`config.mk`:
```
export PLATFORM = sky130hd
export DESIGN_NAME = pat_front_flat
export DESIGN_NICKNAME = d
export VERILOG_FILES = /design/src/design/pat_pkg.sv /design/src/design/pat_if.sv /design/src/design/pat_front.sv /design/src/flat_wrapper.sv
export SDC_FILE = /design/constraint.sdc
export NUM_CORES = 1
export LEC_CHECK = 0
export BUFFER_PORTS_ARGS = -buffer_cell sky130_fd_sc_hd__buf_4
export CAP_MARGIN = 20
export CELL_PAD_IN_SITES_DETAIL_PLACEMENT = 1
export CELL_PAD_IN_SITES_GLOBAL_PLACEMENT = 1
export CORE_MARGIN = 2
export CORE_UTILIZATION = 40
export CTS_CLUSTER_DIAMETER = 40
export CTS_CLUSTER_SIZE = 20
export DETAILED_ROUTE_END_ITERATION = 6
export PLACE_DENSITY = 0.71
export REMOVE_ABC_BUFFERS = 1
export SETUP_SLACK_MARGIN = 0.02
export SLEW_MARGIN = 20
export SYNTH_ARGS = -nofsm -noshare
export SYNTH_HDL_FRONTEND = slang
export SYNTH_SLANG_ARGS = --single-unit
```
`constraint.sdc`:
```
create_clock -name clk_i -period 23.4 [get_ports clk_i]
set_input_delay 1.17 -clock clk_i [delete_from_list [all_inputs] [get_ports clk_i]]
set_output_delay 1.17 -clock clk_i [all_outputs]
set_load 0.005 [all_outputs]
```
`src/design/pat_pkg.sv`:
```
package pat_pkg;

  // Default sizing of the per-instance tables
  localparam int unsigned PAT_INSTANCES   = 65536;
  localparam int unsigned PAT_VALUE_WORDS = 8;

  // Fixed field widths
  localparam int unsigned CMD_W      = 2;
  localparam int unsigned INST_W     = 16;
  localparam int unsigned RND_W      = 16;
  localparam int unsigned ID_W       = 4;
  localparam int unsigned VOTE_W     = 8;
  localparam int unsigned PAIR_W     = 64;
  localparam int unsigned PAIRS      = 4;
  localparam int unsigned WORD_W     = 32;
  localparam int unsigned VAL_FULL_W = PAIRS * PAIR_W;

  // Message commands
  localparam logic [CMD_W-1:0] CMD_PREPARE = 2'd0;
  localparam logic [CMD_W-1:0] CMD_ACCEPT  = 2'd1;

  typedef enum logic [1:0] {
    ACT_DROP     = 2'd0,
    ACT_PROMISE  = 2'd1,
    ACT_ACCEPTED = 2'd2
  } action_e;

  typedef enum logic [1:0] {
    ST_CLEAR,
    ST_IDLE,
    ST_CALC
  } back_st_e;

  // Classified request as held in the queue
  typedef struct packed {
    action_e                 kind;
    logic [INST_W-1:0]       inst;
    logic [RND_W-1:0]        rnd;
    logic [VAL_FULL_W-1:0]   value;
  } req_t;

  // Front-to-back queue head
  typedef struct packed {
    logic valid;
    req_t entry;
  } q_t;

  typedef struct packed {
    action_e               action;
    logic [INST_W-1:0]     inst;
    logic [RND_W-1:0]      rnd;
    logic [RND_W-1:0]      acc_rnd;
    logic [VOTE_W-1:0]     vote;
    logic [VAL_FULL_W-1:0] reply;
  } rsp_t;

  function automatic logic [VOTE_W-1:0] vote_bit(input logic [ID_W-1:0] id);
    logic [VOTE_W-1:0] v;
    v = '0;
    if (id >= 4'd1 && id <= 4'd8) begin
      v = VOTE_W'(1) << 3'(id - 4'd1);
    end
    return v;
  endfunction

endpackage

```
`src/design/pat_if.sv`:
```
interface pat_req_if import pat_pkg::*; ();
  logic                valid;
  logic                ready;
  logic [CMD_W-1:0]    command;
  logic [INST_W-1:0]   instance_req;
  logic [RND_W-1:0]    round;
  logic [PAIR_W-1:0]   value_word0;
  logic [PAIR_W-1:0]   value_word1;
  logic [PAIR_W-1:0]   value_word2;
  logic [PAIR_W-1:0]   value_word3;

  modport source (
    output valid, command, instance_req, round,
           value_word0, value_word1, value_word2, value_word3,
    input  ready
  );
  modport sink (
    input  valid, command, instance_req, round,
           value_word0, value_word1, value_word2, value_word3,
    output ready
  );
endinterface


```
`src/design/pat_front.sv`:
```
module pat_front import pat_pkg::*; #(
  parameter int unsigned INSTANCES = PAT_INSTANCES
) (
  input  logic       clk_i,
  input  logic       rst_ni,
  input  logic       en_i,
  pat_req_if.sink    req_i,
  output q_t         q_o,
  input  logic       q_pop_i
);

  localparam int unsigned QDEPTH = 2;

  req_t            slot_q [QDEPTH];
  logic            wr_ptr_q, wr_ptr_d;
  logic            rd_ptr_q, rd_ptr_d;
  logic [1:0]      cnt_q, cnt_d;
  logic            push;
  logic            in_range;
  req_t            entry;

  assign req_i.ready = en_i && (cnt_q != 2'(QDEPTH));
  assign push        = req_i.valid && req_i.ready;

  // Classify: out-of-range instances and unknown commands become drops
  always_comb begin
    in_range    = {1'b0, req_i.instance_req} < (INST_W + 1)'(INSTANCES);
    entry.inst  = req_i.instance_req;
    entry.rnd   = req_i.round;
    entry.value = {req_i.value_word3, req_i.value_word2,
                   req_i.value_word1, req_i.value_word0};
    priority if (!in_range) begin
      entry.kind = ACT_DROP;
    end else if (req_i.command == CMD_PREPARE) begin
      entry.kind = ACT_PROMISE;
    end else if (req_i.command == CMD_ACCEPT) begin
      entry.kind = ACT_ACCEPTED;
    end else begin
      entry.kind = ACT_DROP;
    end
  end

  always_comb begin
    wr_ptr_d = push ? ~wr_ptr_q : wr_ptr_q;
    rd_ptr_d = q_pop_i ? ~rd_ptr_q : rd_ptr_q;
    unique case ({push, q_pop_i})
      2'b10:   cnt_d = cnt_q + 2'd1;
      2'b01:   cnt_d = cnt_q - 2'd1;
      default: cnt_d = cnt_q;
    endcase
  end

  always_ff @(posedge clk_i or negedge rst_ni) begin
    if (!rst_ni) begin
      wr_ptr_q <= 1'b0;
      rd_ptr_q <= 1'b0;
      cnt_q    <= '0;
    end else begin
      wr_ptr_q <= wr_ptr_d;
      rd_ptr_q <= rd_ptr_d;
      cnt_q    <= cnt_d;
    end
  end

  always_ff @(posedge clk_i) begin
    if (push) begin
      slot_q[wr_ptr_q] <= entry;
    end
  end

  assign q_o.valid = (cnt_q != 2'd0);
  assign q_o.entry = slot_q[rd_ptr_q];

endmodule

```
`src/flat_wrapper.sv`:
```
// flat-port wrapper written by rule: the top's interface ports become plain ports
module pat_front_flat import pat_pkg::*;
#(
  parameter int unsigned INSTANCES = PAT_INSTANCES
)
  (clk_i, rst_ni, en_i, q_o, q_pop_i, req_i_valid, req_i_command, req_i_instance_req, req_i_round, req_i_value_word0, req_i_value_word1, req_i_value_word2, req_i_value_word3, req_i_ready);
  pat_req_if req_i_i ();
  input  logic clk_i;
  input  logic rst_ni;
  input  logic en_i;
  output q_t q_o;
  input  logic q_pop_i;
  input wire logic [$bits(req_i_i.valid)-1:0] req_i_valid;
  input wire logic [$bits(req_i_i.command)-1:0] req_i_command;
  input wire logic [$bits(req_i_i.instance_req)-1:0] req_i_instance_req;
  input wire logic [$bits(req_i_i.round)-1:0] req_i_round;
  input wire logic [$bits(req_i_i.value_word0)-1:0] req_i_value_word0;
  input wire logic [$bits(req_i_i.value_word1)-1:0] req_i_value_word1;
  input wire logic [$bits(req_i_i.value_word2)-1:0] req_i_value_word2;
  input wire logic [$bits(req_i_i.value_word3)-1:0] req_i_value_word3;
  output wire logic [$bits(req_i_i.ready)-1:0] req_i_ready;
  assign req_i_i.valid = req_i_valid;
  assign req_i_i.command = req_i_command;
  assign req_i_i.instance_req = req_i_instance_req;
  assign req_i_i.round = req_i_round;
  assign req_i_i.value_word0 = req_i_value_word0;
  assign req_i_i.value_word1 = req_i_value_word1;
  assign req_i_i.value_word2 = req_i_value_word2;
  assign req_i_i.value_word3 = req_i_value_word3;
  assign req_i_ready = req_i_i.ready;
  pat_front #(.INSTANCES(INSTANCES)) u_core (.clk_i(clk_i), .rst_ni(rst_ni), .en_i(en_i), .req_i(req_i_i), .q_o(q_o), .q_pop_i(q_pop_i));
endmodule
```
Word level (Yosys, flattened, before mapping)
Memory sizes are Yosys's and may differ from the RTL's.
Index checks and enable logic that the tools add are counted.

word-level totals
  register bits after elaboration = 4
  memories kept = 1
  output and inout port bits = 292
  memory bits (writable) = 580
  latch bits = 0
  memory bits (read-only) = 0

memories
  memory         words  bits a word  rd ports  clocked after Yosys merged registers in  write ports  RTL line         RTL
  u_core.slot_q  2      290          1         0                                        1            pat_front.sv:14  req_t slot_q [QDEPTH];

operators by class
  muxes and demuxes = 5
  bitwise operators = 2
  multiply operators = 0
  shift-type cells = 0
  $lt $le $gt $ge = 0
  $add $sub $neg = 2
  equality and inequality tests = 4
  reduce and logical (&&, ||, !) cells = 5
  div/mod/pow operators = 0

operator list
  operator                                           count
  == test 2 x 1 -> 1 bit (second input constant)     2
  2-to-1 mux 2 bit                                   2
  case mux 2 bit (2 select lines)                    1
  nonzero test 2 bit                                 2
  adder 2 x 1 -> 2 bit (second input constant)       1
  == test 2 bit (second input constant)              1
  logical AND 1 bit                                  2
  logical NOT 2 bit                                  1
  2-to-1 mux 1 bit                                   2
  inequality test 2 bit (second input constant)      1
  inverter 1 bit                                     2
  subtractor 2 x 1 -> 2 bit (second input constant)  1

Logic depth before layout (Yosys ltp)
  depth in word-level cells = 5
  depth in mapped cells = 6
  depth with buffers taken out = 6

Worst setup path after synthesis
Ideal clock, no wire load.

  path type = input to register
  start = input req_i_valid
  end = memory u_core.slot_q[0][0] (netlist name), enable pin
  arrival time = 13.344 ns
  stages = 2
  slack = 9.108 ns
  setup time = 0.948 ns
  buffers on the path = 0
  cells stage by stage = nand3_1 > nor2_1

between the ends
  word-level cells in the longest chain between the ends = 3

ends and longest elaborated chain
  element                                 RTL line            RTL
  from (decl)                             flat_wrapper.sv:13  input wire logic [$bits(req_i_i.valid)-1:0] req_i_valid;
  logical AND 1 bit                       pat_front.sv:23     assign push = req_i.valid && req_i.ready;
  2-to-1 mux 1 bit                        pat_front.sv:66     if (push) begin
  2-to-1 mux 1 bit (implied by the code)  pat_front.sv:67     slot_q[wr_ptr_q] <= entry;
  to (decl)                               pat_front.sv:14

Every way passes these cells.

==> out/results.ini <==
[routing]
drt-initial-drc-count=549
routed_wl_microns=54500
vias_per_cell=4.79
wl_per_cell_microns=23.5
vias=11087
drt_pass1_iterations=4
drc_errors=0
postRouteAntennaNets=0

[die]
die_w_microns=235
num_rows=84
pin_count=587
start_util=0.405
fp.dieH_microns=235
core-area_sq_um=52700
die_area_sq_um=55100

[finish]
drive_gt1_frac=0.627
utilization=0.549
final_cell_mix=buf_4 (597), edfxtp_1 (580), mux2_2 (290), clkbuf_16 (76), clkinvlp_4 (13)
final_common_cell=buf_4
fillers=4735
area_growth_syn_to_layout_pct=35.5
layout.nets=1862
final_area_sq_um=28900
stdcell_count=2317

[sta]
finalCriticalPeriod_ns=4.81
finClkSkew_ns=0.0202
finalHoldViolCount=0
drv_slew=0
rsz0062_at_grt=no
finalCritPeriodShare=0.205
layout_setup_ws_ns=18.59
max_freq_mhz=208
finalSetupViolCount=0
hold_slack_ns=0.370
tns_ns=0
worst_slew_pin_slew_ns=1.10
relSlewSlack=0.268

[pwr]
leakage_nw=10.6
power_mw=3.34
power_density_nw_per_um2=116
peakVddDrop_uv=85.7

[worst_setup_path]
cp_common_cell=buf_4
crit_chain=buf_4 > buf_4 > mux2_2 > buf_4
crit_path_top_delay_cell=buf_4
critPathRequiredTime_ns=22.23
crit_type=register to output pin
rr_worst_depth=5
critPathCaptureType=output pin
cp_max_fo=76
critPathLaunchType=register
critical_path_arrival_ns=3.64
max_stage_delay_ns=0.87

[synthesis]
synthAdderAreaFrac=0.000587
synth_ff_type=edfxtp_1
synth_top_family_by_area=multiplexers
synth_compound_area_frac=0
ys_types=15
synth_xor_area_frac=0.00205
yosys_warnings=0
synthMuxAreaShare=0.153
seq_area_frac_synth=0.822
avgSynthCellArea_sq_um=23.1
synth_edf_count=580
synth-simple-area-share=0.00211
synthCells=922
async_flop_share=0.00685
syn-cell-area_sq_um=21300
synth_seq_cells=584

[global_route]
gr-usage-all-layers=0.193
grt_max_degree=81
grt_pass1_wl_microns=79000
grt.overflow.total=0
grt_pass1_vias=12205
antenna_found_initial=9

[place]
port_buffers=586
place_area_sq_um=26200
dp_slack_ns=18.57
place.gp.congestion=0.832
dpl.hpwl_microns=37800
dp_cells=2175

[clock_network]
clkSinkCount=584
cts_setup_buffers=0
cts_tree=built
numCtsBuffers=75
htree_levels=3
insertion_delay_ns=0.59
cts_resized=0
cts_root_buffer=clkbuf_16
clockBufferDepth=3
hold_buffers=0
clkSlewWorstSetupHoldPaths_ns=0.05

[status]
status=finished clean

[hold_path]
hp-class=input pin to async pin

[job]
cap_violations=0

critical path, delay by kind of cell, from the launching register on:
family / cells / cell delay, ns
DFF: 1 / 0.68
buffers and inverters: 3 / 1.82
muxes: 1 / 0.43
per-layer routing:
metal,global-route usage,share of wire
met5,0,0.0010
met3,0.0732,0.089
met2,0.334,0.52
met1,0.212,0.36
met4,0.0802,0.029
synth_stat cells, drive strengths merged (2+ instances only):
| cell type | instances | area share |
|---|---|---|
| buf | 6 | 0.0032 |
| mux2 | 290 | 0.15 |
| edfxtp | 580 | 0.82 |
| dfrtp | 4 | 0.0047 |
| clkbuf | 26 | 0.017 |
| nor2 | 4 | 0.00070 |
| xnor2 | 3 | 0.0012 |
| xor2 | 2 | 0.00082 |
final cells by class:
cell class / count / area (sq um) / share of cell area
Clock buffer: 82 / 1920 / 0.0666
Timing Repair Buffer: 599 / 4540 / 0.157
Multi-Input combinational cell: 305 / 3380 / 0.117
Inverter: 1 / 3.75 / 0.000130
Antenna cell: 5 / 12.5 / 0.000433
Tap cell: 688 / 861 / 0.0298
Clock inverter: 53 / 644 / 0.0223
Sequential cell: 584 / 17500 / 0.607
path summary, 6_finish.rpt:
kind / start / endpoint / slack, ns
max in group asynchronous: rst_ni / u_core.rd_ptr_q / 22.91
min in group clk_i: u_core.cnt_q[1] / u_core.cnt_q[1] / 0.49
max: u_core.rd_ptr_q / q_o[241] / 18.59
min reg2reg: u_core.cnt_q[1] / u_core.cnt_q[1] / 0.49
max reg2reg: u_core.cnt_q[0] / u_core.slot_q[0][136] / 19.49
min: rst_ni / u_core.cnt_q[0] / 0.37
sequential cells by signal (all words and copies together) (netlist names):
name and cells:
u_core.cnt_q 2, u_core.slot_q 580, u_core.rd_ptr_q 1, u_core.wr_ptr_q 1
power by group:
group          internal (mW)  total [mW]  switching (mW)  leakage (nW)
Combinational          0.463       0.839           0.377          4.08
Sequential              1.30        1.34          0.0428          5.35
Clock                  0.708        1.16           0.453          1.21
Total                   2.47        3.34           0.872          10.6
cells by family (layout without fill, tap and decap cells):
| group | Yosys count | in the layout |
|---|---|---|
| DFF | 584 | 584 |
| muxes | 290 | 290 |
| buffers and inverters | 33 | 735 |
| and+or+nand+nor | 9 | 9 |
| xor gates and xnor gates | 5 | 5 |
| adders and majority gates | 1 | 1 |
| other | 0 | 5 |
Power figures use the tool's default switching activity.
